<file path="config.mk">
export PLATFORM = sky130hd
export DESIGN_NAME = stepper_full_step_sequencer_core
export DESIGN_NICKNAME = d
export VERILOG_FILES = /design/src/design/stpseq_pkg.sv /design/src/design/stpseq_step_logic.sv /design/src/design/stepper_full_step_sequencer_core.sv
export SDC_FILE = /design/constraint.sdc
export NUM_CORES = 1
export LEC_CHECK = 0
export ABC_AREA = 1
export BUFFER_PORTS_ARGS = -buffer_cell sky130_fd_sc_hd__buf_2
export CAP_MARGIN = 0
export CORE_UTILIZATION = 60
export CTS_BUF_LIST = sky130_fd_sc_hd__clkbuf_2 sky130_fd_sc_hd__clkbuf_4 sky130_fd_sc_hd__clkbuf_8
export CTS_CLUSTER_DIAMETER = 200
export DETAILED_ROUTE_END_ITERATION = 16
export PLACE_DENSITY = 0.83
export SYNTH_ARGS = -nofsm -noshare
export SYNTH_HDL_FRONTEND = slang
export SYNTH_SLANG_ARGS = --single-unit
</file>
<file path="constraint.sdc">
create_clock -name i_clk -period 2.7 [get_ports i_clk]
set_input_delay 0.54 -clock i_clk [delete_from_list [all_inputs] [get_ports i_clk]]
set_output_delay 0.54 -clock i_clk [all_outputs]
set_load 0.02 [all_outputs]
</file>
<file path="src/design/stpseq_pkg.sv">
`timescale 1ns / 1ps

package stpseq_pkg;

    localparam int STEP_COUNT_BITS_DEF = 16;

    localparam int WAIT_W     = 11;
    localparam int PHASE_W    = 3;
    localparam int COIL_W     = 4;
    localparam int SPEED_W    = 7;
    localparam int CNT_IN_W   = 16;

    localparam logic [WAIT_W-1:0]  WAIT_BASE = 11'd1050;
    localparam logic [SPEED_W-1:0] SPEED_MAX = 7'd100;

    localparam logic [PHASE_W-1:0] PHASE_NONE  = 3'd0;
    localparam logic [PHASE_W-1:0] PHASE_FIRST = 3'd1;
    localparam logic [PHASE_W-1:0] PHASE_LAST  = 3'd4;

    typedef enum logic [1:0] {
        ACT_TICK  = 2'd0,
        ACT_START = 2'd1,
        ACT_STOP  = 2'd2,
        ACT_NONE  = 2'd3
    } t_action;

    typedef struct packed {
        logic [1:0]          action;
        logic                direction;
        logic [SPEED_W-1:0]  speed;
        logic [CNT_IN_W-1:0] step_count;
    } t_in_item;

    typedef struct packed {
        logic [COIL_W-1:0] coils;
        logic              stepped;
        logic              finished;
        logic              busy_res;
    } t_out_item;

    // Motion state without the step counter, whose width is a parameter
    typedef struct packed {
        logic               moving;
        logic [PHASE_W-1:0] last_phase;
        logic               reverse;
        logic [COIL_W-1:0]  coil_pattern;
        logic [WAIT_W-1:0]  wait_left;
        logic [WAIT_W-1:0]  wait_reload;
    } t_state;

    function automatic logic [PHASE_W-1:0] next_phase(input logic [PHASE_W-1:0] p,
                                                      input logic rev);
        logic [PHASE_W-1:0] n;
        if (rev) begin
            n = (p <= PHASE_FIRST || p > PHASE_LAST) ? PHASE_LAST : p - 3'd1;
        end else begin
            n = (p >= PHASE_LAST) ? PHASE_FIRST : p + 3'd1;
        end
        return n;
    endfunction

    function automatic logic [COIL_W-1:0] phase_coils(input logic [PHASE_W-1:0] p);
        logic [COIL_W-1:0] c;
        unique case (p[1:0])
            2'd1:    c = 4'b0011;
            2'd2:    c = 4'b0110;
            2'd3:    c = 4'b1100;
            default: c = 4'b1001;
        endcase
        return c;
    endfunction

endpackage

</file>
<file path="src/design/stpseq_step_logic.sv">
`timescale 1ns / 1ps

module stpseq_step_logic #(
    parameter int STEP_COUNT_BITS = stpseq_pkg::STEP_COUNT_BITS_DEF
) (
    input  stpseq_pkg::t_in_item         i_item,
    input  stpseq_pkg::t_state           i_state,
    input  logic [STEP_COUNT_BITS-1:0]   i_steps_left,
    output stpseq_pkg::t_state           o_state,
    output logic [STEP_COUNT_BITS-1:0]   o_steps_left,
    output stpseq_pkg::t_out_item        o_result
);

    logic [stpseq_pkg::SPEED_W-1:0]  spd;
    logic [stpseq_pkg::WAIT_W-1:0]   reload;
    logic [31:0]                     cnt_ext;
    logic [STEP_COUNT_BITS-1:0]      cnt;
    logic [stpseq_pkg::WAIT_W-1:0]   wl_dec;
    logic [stpseq_pkg::PHASE_W-1:0]  start_phase;
    logic [stpseq_pkg::PHASE_W-1:0]  tick_phase;
    logic                            stepped;
    logic                            finished;

    assign spd = (i_item.speed > stpseq_pkg::SPEED_MAX) ? stpseq_pkg::SPEED_MAX
                                                        : i_item.speed;
    // 10 * speed as 8x + 2x
    assign reload = stpseq_pkg::WAIT_BASE
                    - (11'({spd, 3'b000}) + 11'({spd, 1'b0}));
    assign cnt_ext = {16'd0, i_item.step_count};
    assign cnt     = cnt_ext[STEP_COUNT_BITS-1:0];
    assign wl_dec  = (i_state.wait_left != '0) ? i_state.wait_left - 11'd1
                                               : i_state.wait_left;
    assign start_phase = stpseq_pkg::next_phase(i_state.last_phase, i_item.direction);
    assign tick_phase  = stpseq_pkg::next_phase(i_state.last_phase, i_state.reverse);

    always_comb begin
        o_state      = i_state;
        o_steps_left = i_steps_left;
        stepped      = 1'b0;
        finished     = 1'b0;
        unique case (stpseq_pkg::t_action'(i_item.action))
            stpseq_pkg::ACT_START: begin
                o_state.reverse     = i_item.direction;
                o_state.wait_reload = reload;
                if (cnt == '0) begin
                    o_state.moving    = 1'b0;
                    o_state.wait_left = '0;
                    o_steps_left      = '0;
                    finished          = 1'b1;
                end else begin
                    o_state.last_phase   = start_phase;
                    o_state.coil_pattern = stpseq_pkg::phase_coils(start_phase);
                    o_state.wait_left    = reload;
                    o_state.moving       = 1'b1;
                    o_steps_left         = cnt - STEP_COUNT_BITS'(1);
                    stepped              = 1'b1;
                end
            end
            stpseq_pkg::ACT_STOP: begin
                o_state.moving    = 1'b0;
                o_state.wait_left = '0;
                o_steps_left      = '0;
            end
            stpseq_pkg::ACT_TICK: begin
                if (i_state.moving) begin
                    o_state.wait_left = wl_dec;
                    if (wl_dec == '0) begin
                        if (i_steps_left != '0) begin
                            o_state.last_phase   = tick_phase;
                            o_state.coil_pattern = stpseq_pkg::phase_coils(tick_phase);
                            o_state.wait_left    = i_state.wait_reload;
                            o_steps_left         = i_steps_left - STEP_COUNT_BITS'(1);
                            stepped              = 1'b1;
                        end else begin
                            o_state.moving = 1'b0;
                            finished       = 1'b1;
                        end
                    end
                end
            end
            stpseq_pkg::ACT_NONE: begin
                // ignored code: state holds
            end
        endcase
        o_result.coils    = o_state.coil_pattern;
        o_result.stepped  = stepped;
        o_result.finished = finished;
        o_result.busy_res = o_state.moving;
    end

endmodule

</file>
<file path="src/design/stepper_full_step_sequencer_core.sv">
`timescale 1ns / 1ps

// Full-step sequencer for one four-coil stepper (patterns 0011, 0110, 1100,
// 1001). Each input item is a millisecond tick, a start, a stop or an ignored
// code, and each gives exactly one result item with the coil pattern, a step
// pulse, a finished pulse and the busy flag. An item passes through an input
// register and a result register: it waits in the input register until the
// result register is free, and the result is held there until taken. One
// item is accepted every cycle while the result side keeps taking. A start
// takes its first step at once; later steps follow after 1050 - 10 * speed
// ticks, with speed capped at 100. The phase reached is kept across moves.
module stepper_full_step_sequencer_core #(
    parameter int STEP_COUNT_BITS = stpseq_pkg::STEP_COUNT_BITS_DEF
) (
    input  logic                  i_clk,
    input  logic                  i_rst_n,
    input  logic                  i_in_valid,
    output logic                  o_in_ready,
    input  stpseq_pkg::t_in_item  i_in_item,
    output logic                  o_out_valid,
    input  logic                  i_out_ready,
    output stpseq_pkg::t_out_item o_out_item
);

    logic                       r_in_valid;
    stpseq_pkg::t_in_item       r_in_item;
    stpseq_pkg::t_state         r_state;
    stpseq_pkg::t_state         n_state;
    logic [STEP_COUNT_BITS-1:0] r_steps_left;
    logic [STEP_COUNT_BITS-1:0] n_steps_left;
    logic                       r_out_valid;
    stpseq_pkg::t_out_item      r_out_item;
    stpseq_pkg::t_out_item      n_out_item;
    logic                       w_advance;

    assign w_advance  = r_in_valid && (!r_out_valid || i_out_ready);
    assign o_in_ready = !r_in_valid || w_advance;

    stpseq_step_logic #(
        .STEP_COUNT_BITS(STEP_COUNT_BITS)
    ) u_step_logic (
        .i_item       (r_in_item),
        .i_state      (r_state),
        .i_steps_left (r_steps_left),
        .o_state      (n_state),
        .o_steps_left (n_steps_left),
        .o_result     (n_out_item)
    );

    always_ff @(posedge i_clk) begin
        if (!i_rst_n) begin
            r_in_valid   <= 1'b0;
            r_out_valid  <= 1'b0;
            r_state      <= '0;
            r_steps_left <= '0;
        end else begin
            if (o_in_ready) begin
                r_in_valid <= i_in_valid;
            end
            if (w_advance) begin
                r_state      <= n_state;
                r_steps_left <= n_steps_left;
                r_out_valid  <= 1'b1;
            end else if (i_out_ready) begin
                r_out_valid <= 1'b0;
            end
        end
    end

    always_ff @(posedge i_clk) begin
        if (o_in_ready && i_in_valid) begin
            r_in_item <= i_in_item;
        end
        if (w_advance) begin
            r_out_item <= n_out_item;
        end
    end

    assign o_out_valid = r_out_valid;
    assign o_out_item  = r_out_item;

endmodule

</file>
==> results of run 1 <==
state kept, by name (all words and copies together) (netlist names):
name and count:
o_out_item 7, o_out_valid 1, r_in_item 26, r_in_valid 1
r_state 30, r_steps_left 16
repair_timing:
item | CTS | global route
buffers inserted | 0 | 2
hold endpoints to repair | 0 | 0
gates resized for setup | 0 | 24
endpoints found under the setup margin | 0 | 28
final timing paths:
check,slack [ns],endpoint
worst max-delay path,0.21,r_state[25]$_SDFFE_PN0P_
worst min register to register,0.48,r_steps_left[1]$_SDFFE_PN0P_
worst min-delay path,0.35,r_in_item[12]$_DFFE_PP_
worst max register to register,0.21,r_state[25]$_SDFFE_PN0P_
metal layers:
layer	wire length, µm	global-route usage (%)	vias up
met3	740	5.13	21
met2	5880	49.6	163
met5	0	0	-
met1	5210	35.4	2269
li1	-	-	2545
met4	208	9.45	0
worst max-delay path: stages (launching register included):
cell and delay, ns:
dfxtp_1 0.36, inv_1 0.07, ha_1 0.25, nand2_4 0.10
nor2_4 0.17, nand2_4 0.12, nand2_1 0.10, nand3_1 0.10
nor2_1 0.13, nand3_1 0.13, nor2_4 0.25, buf_4 0.16
nand3_1 0.06, nand3_1 0.09, nand2_1 0.09, o21bai_1 0.15
inv_1 0.06
cells by family after synthesis:
family / after synthesis / synth area share (%)
XOR/XNOR: 16 / 2.64
buffers and inverters: 139 / 10.4
flip-flops: 81 / 36.8
AO/OA/AOI/OAI: 154 / 16.1
adder cells (fa/ha/maj): 28 / 6.60
AND/OR/NAND/NOR: 336 / 27.4
layout make-up:
type / instances / share of cell area, %
multi-input cells: 534 / 49.1
inverters: 119 / 7.65
repair buffers: 50 / 4.78
flip-flops and latches: 81 / 33.3
clock buffers: 10 / 2.35
clock inverters: 6 / 0.554
well taps: 105 / 2.24
Yosys cell counts (2+ instances only):
master	n
and2_1	3
nor2_1	99
xor2_1	11
clkbuf_1	14
edfxtp_1	33
nand2_1	150
a21oi_1	58
o21ai_0	59
xnor2_1	5
nor3_1	9
nand3b_1	4
or2_2	2
nand4_1	10
buf_6	4
o211ai_1	4
a211oi_1	2
a22oi_1	2
o21ai_2	3
ha_1	28
o31ai_1	2
o22ai_1	7
inv_1	116
dfxtp_1	48
nand2_4	3
nand2_2	4
o21bai_1	5
nor2_4	3
o21ai_1	5
nand3_1	45
power groups by stage:
stage          combinational [mW]  sequential (mW)  clock (mW)
2_1_floorplan               0.698             1.42           0
3_3_place_gp                0.866             1.43           0
3_5_place_dp                0.894             1.43           0
4_1_cts                     0.901             1.40       0.796
5_1_grt                      1.08             1.42       0.862
6_report                    0.956             1.40       0.788
==> results.sh, run 1 <==
export IMPL_track_usage_pct=28.5
export IMPL_coreArea_mm2=0.00838
export IMPL_synth_distinct_cells=45
export IMPL_drv_cap=0
export IMPL_clk_latency_ns=0.37
export IMPL_die_w_um=96.0
export IMPL_first_pass_iters=5
export IMPL_hold_class="in2reg"
export IMPL_wirelength_um=12000
export IMPL_seq_area_mm2=0.00195
export IMPL_slew_limit_headroom_pct=58.3
export IMPL_grt_pass1_wl_um=20300
export IMPL_cts_sinks=81
export IMPL_start_util_pct=63.3
export IMPL_cp_arrival_ns=2.76
export IMPL_timing_final_ws_setup_ns=0.210
export IMPL_post_cts_hold_buffer_count=0
export IMPL_first_iter_violations=328
export IMPL_async_flop_share_pct=0
export IMPL_cp_end_kind="flip-flop"
export IMPL_max_freq_ghz=0.402
export IMPL_synth_edf_count=33
export IMPL_final_util_pct=70.0
export IMPL_drtAntennaViolNets=0
export IMPL_num_io_pins=39
export IMPL_finalClockSkew_ns=0.0128
export IMPL_grt_pass1_vias=4651
export IMPL_period_share_pct=92.2
export IMPL_setup_tns_final_ns=0
export IMPL_hold_violations=0
export IMPL_finish_instance_area_mm2=0.00587
export IMPL_power_mw=3.15
export IMPL_placedCellCount=887
export IMPL_grt_ovfl_total=0
export IMPL_status="finished clean"
export IMPL_vdd_drop_max_mv=0.416
export IMPL_final_cell_mix="148 x nand2_1, 115 x inv_1, 97 x nor2_1, 56 x o21ai_0, 54 x a21oi_1"
export IMPL_dieArea_mm2=0.00922
export IMPL_cp_required_ns=2.97
export IMPL_fp_dieH_um=96.0
export IMPL_final_nets=853
export IMPL_row_count=33
export IMPL_synth_top_area_share_pct=18.7
export IMPL_leakagePower_nw=2.87
export IMPL_cts_root_buffer="clkbuf_8"
export IMPL_cp_max_fo=12
export IMPL_powerDensity_mw_per_mm2=536
export IMPL_antennaDiodeCount=0
export IMPL_start_kind="flip-flop"
export IMPL_fin_hold_ws_ns=0.349
export IMPL_final_cells=905
export IMPL_clkTransAtPathRegs_ns=0.09
export IMPL_numPortBuffers=38
export IMPL_slew_violations=0
export IMPL_place_ws_ns=0.0795
export IMPL_fillers=712
export IMPL_gp_congestion=0.912
export IMPL_p_comb_share_pct=30.4
export IMPL_antenna_found_initial=0
export IMPL_cts_tree="done"
export IMPL_wl_per_cell_um=13.3
export IMPL_p_int_mw=2.03
export IMPL_finalCriticalPeriod_ns=2.49
export IMPL_multi_input_area_mm2=0.00288
export IMPL_rr_startpoint="r_state[12]$_SDFFE_PN0P_"
export IMPL_p_sw_share_pct=35.5
export IMPL_clockPowerShare_pct=25.0
export IMPL_dp_hpwl_um=8940
export IMPL_htree_levels=3
export IMPL_syn_inst=754
export IMPL_drt_vias_per_instance=5.52
export IMPL_synth_top_cell_by_area="edfxtp_1"
export IMPL_synthFlopType="dfxtp_1"
export IMPL_critPathKind="reg2reg"
export IMPL_ys_seq_area_share_pct=36.8
export IMPL_drc_errors=0
export IMPL_setup_viol=0
export IMPL_worst_hold_startpoint="i_in_item[12]"
export IMPL_ys_warn_count=0
export IMPL_vias=4998
export IMPL_pwr_share_seq_pct=44.6
export IMPL_syn_nets=812
export IMPL_syn_area_per_cell_um2=7.04
export IMPL_worst_pin_slew_ns=0.624
export IMPL_cts_buffer_depth=2
export IMPL_reg2regPathDepth=16
export IMPL_syn_to_final_growth_pct=10.6
export IMPL_dpl_cell_area_mm2=0.00560
export IMPL_power_switching_mw=1.12
export IMPL_critPathLaunch="r_state[12]$_SDFFE_PN0P_"
export IMPL_cts_buffers=9
export IMPL_layout_commonest_cell="nand2_1"
export IMPL_grt_max_degree=36
export IMPL_netlist_area_mm2=0.00531
export IMPL_synth_seq_cells=81
export IMPL_holdPathStages=1
export IMPL_synth_area_top_cells="edfxtp_1 19%, dfxtp_1 18%, nand2_1 11%"
export IMPL_drive_gt1_share_pct=12.8
Note: power is estimated with default switching activity, not from simulation.
==> run 2, diff against run 1 <==
- PLACE_DENSITY: 0.83 -> unset
- PLACE_DENSITY_LB_ADDON: unset -> 0.2
==> run 2 against run 1 <==
  * Wire length decreased by 1.9%
  * Clock power increased by 21%
  * First-iteration DRC count decreased by 3.7%
  * Clock skew increased by 0.0027 ns
  * Die area unchanged
  * Worst hold slack improved by 0.0018 ns
  * Maximum frequency decreased by 1.1%
  * Final area increased by 0.47%
  * Setup slack got worse by 0.029 ns
  * Non-clock buffer count increased by 1
  * Largest cell class unchanged
==> results.sh, run 2 (same netlist as run 1, synthesis figures left out) <==
export IMPL_hold_end="r_in_item[23]$_DFFE_PP_"
export IMPL_slew_violations=0
export IMPL_final_cell_mix="147 x nand2_1, 114 x inv_1, 98 x nor2_1, 57 x o21ai_0, 55 x a21oi_1"
export IMPL_cts_tree="done"
export IMPL_status="finished clean"
export IMPL_syn_to_final_growth_pct=11.1
export IMPL_placedCellCount=887
export IMPL_powerDensity_mw_per_mm2=559
export IMPL_numPortBuffers=38
export IMPL_hold_class="in2reg"
export IMPL_worst_hold_startpoint="i_in_item[23]"
export IMPL_reg2regPathDepth=15
export IMPL_antenna_found_initial=0
export IMPL_rr_startpoint="r_in_item[17]$_DFFE_PP_"
export IMPL_grt_max_degree=36
export IMPL_finalCriticalPeriod_ns=2.52
export IMPL_start_util_pct=63.3
export IMPL_critPathKind="reg2reg"
export IMPL_htree_levels=3
export IMPL_cp_arrival_ns=2.83
export IMPL_final_util_pct=70.3
export IMPL_slowest_delay_ns=0.40
export IMPL_grt_pass1_wl_um=19500
export IMPL_holdPathStages=1
export IMPL_cp_end_kind="flip-flop"
export IMPL_start_kind="flip-flop"
export IMPL_finalClockSkew_ns=0.0155
export IMPL_dieArea_mm2=0.00922
export IMPL_power_mw=3.30
export IMPL_largest_reg_flops=30
export IMPL_first_pass_iters=6
export IMPL_slew_limit_headroom_pct=61.6
export IMPL_leakagePower_nw=2.88
export IMPL_row_count=33
export IMPL_hold_violations=0
export IMPL_die_w_um=96.0
export IMPL_final_cells=905
export IMPL_reg2reg_setup_slack_ns=0.18
export IMPL_regMostFlops="r_state"
export IMPL_worst_pin_slew_ns=0.576
export IMPL_fillers=705
export IMPL_cp_required_ns=3.01
export IMPL_largestRegisters="r_state (30), r_in_item (26), r_steps_left (16)"
export IMPL_drive_gt1_share_pct=12.6
export IMPL_first_iter_violations=316
export IMPL_crit_path_frequent_cell="nand2_1"
export IMPL_coreArea_mm2=0.00838
export IMPL_grt_pass1_vias=4623
export IMPL_setup_viol=0
export IMPL_vdd_drop_max_mv=0.387
export IMPL_grt_ovfl_total=0
export IMPL_wirelength_um=11800
export IMPL_max_freq_ghz=0.397
export IMPL_fp_dieH_um=96.0
export IMPL_layout_commonest_cell="nand2_1"
export IMPL_cts_buffer_depth=2
export IMPL_final_nets=854
export IMPL_period_share_pct=93.3
export IMPL_cts_buffers=9
export IMPL_clkTransAtPathRegs_ns=0.09
export IMPL_num_io_pins=39
export IMPL_gp_congestion=0.883
export IMPL_antennaDiodeCount=0
export IMPL_rr_endpoint="r_state[21]$_SDFFE_PN0P_"
export IMPL_crit_chain="o21ai_0, nand2_1, nand2_2, nand2_1, ha_1, ha_1, nand2_1, nor3_1, nand3_1, nand4_1, xor2_1, nand2_1, nand3_1, nand2_1, inv_1"
export IMPL_cp_max_fo=5
export IMPL_cts_root_buffer="clkbuf_8"
export IMPL_track_usage_pct=27.1
export IMPL_cts_sinks=81
export IMPL_drv_cap=0
export IMPL_dp_hpwl_um=8670
export IMPL_wl_per_cell_um=13.1
export IMPL_slowest_stage="edfxtp_1"
export IMPL_drtAntennaViolNets=0
export IMPL_drc_errors=0
export IMPL_vias=4978
export IMPL_drt_vias_per_instance=5.50
export IMPL_clk_latency_ns=0.36
## run 2: cell types whose count changed in the layout (fill, tap and decap cells not counted), sizes merged
cell,before,now
buf,50,51
clkinv,5,3
clkbuf,10,9
bufinv,0,2
## run 2: area by class of cell
class	instances	area (µm²)	share of cell area (%)
Sequential cell	81	1950	33.1
Timing Repair Buffer	51	300	5.09
Tap cell	105	131	2.23
Clock buffer	9	124	2.10
Clock inverter	6	82.6	1.40
Multi-Input combinational cell	534	2860	48.5
Inverter	119	449	7.62
## run 2: metal layers
metal	wire length, µm	vias up	track usage [%]
met3	656	21	4.11
met5	0	-	0
met1	5270	2262	33.7
li1	-	2534	-
met4	204	0	11.1
met2	5680	161	46.6
## run 2: how the worst max path moves through the flow
stage,depth (start not counted),end,slack (ns),from
floorplan,16,r_state[21]$_SDFFE_PN0P_,0.33,r_in_item[17]$_DFFE_PP_
global placement,16,r_state[21]$_SDFFE_PN0P_,0.17,r_in_item[17]$_DFFE_PP_
detailed placement,16,r_state[21]$_SDFFE_PN0P_,0.09,r_in_item[17]$_DFFE_PP_
CTS,16,r_state[21]$_SDFFE_PN0P_,0.07,r_in_item[17]$_DFFE_PP_
global route,15,r_state[21]$_SDFFE_PN0P_,-0.003,r_in_item[16]$_DFFE_PP_
finish,15,r_state[21]$_SDFFE_PN0P_,0.18,r_in_item[17]$_DFFE_PP_
## run 2: worst max-delay path, delay by kind of cell (launching register included)
| family | cells | cell delay (ns) |
|---|---|---|
| AO/OA/AOI/OAI | 1 | 0.17 |
| XOR/XNOR | 1 | 0.20 |
| adder cells (fa/ha/maj) | 2 | 0.65 |
| buffers and inverters | 1 | 0.04 |
| flip-flops | 1 | 0.40 |
| AND/OR/NAND/NOR | 10 | 1.02 |
## run 2: metrics by stage
stage / TNS (ns) / hold slack (ns) / area [µm²] / setup slack (ns)
3_5_place_dp: 0 / 0.469 / 5600 / 0.0883
4_1_cts: 0 / 0.342 / 5800 / 0.0671
6_report: 0 / 0.350 / 5900 / 0.182
5_1_grt: -0.00314 / 0.340 / 5900 / -0.00314
2_1_floorplan: 0 / 0.448 / 5310 / 0.329
3_3_place_gp: 0 / 0.461 / 5600 / 0.174
## run 2: timing repair
action / CTS / global route
resized for setup: 0 / 18
setup endpoints to repair: 0 / 27
setup buffers: 0 / 3
hold buffers: 0 / 0
## run 2: power breakdown
group / internal, mW / switching [mW] / total, mW / leakage (nW)
logic: 0.320 / 0.616 / 0.936 / 2.07
clock network: 0.512 / 0.446 / 0.957 / 0.103
registers: 1.35 / 0.0575 / 1.41 / 0.713
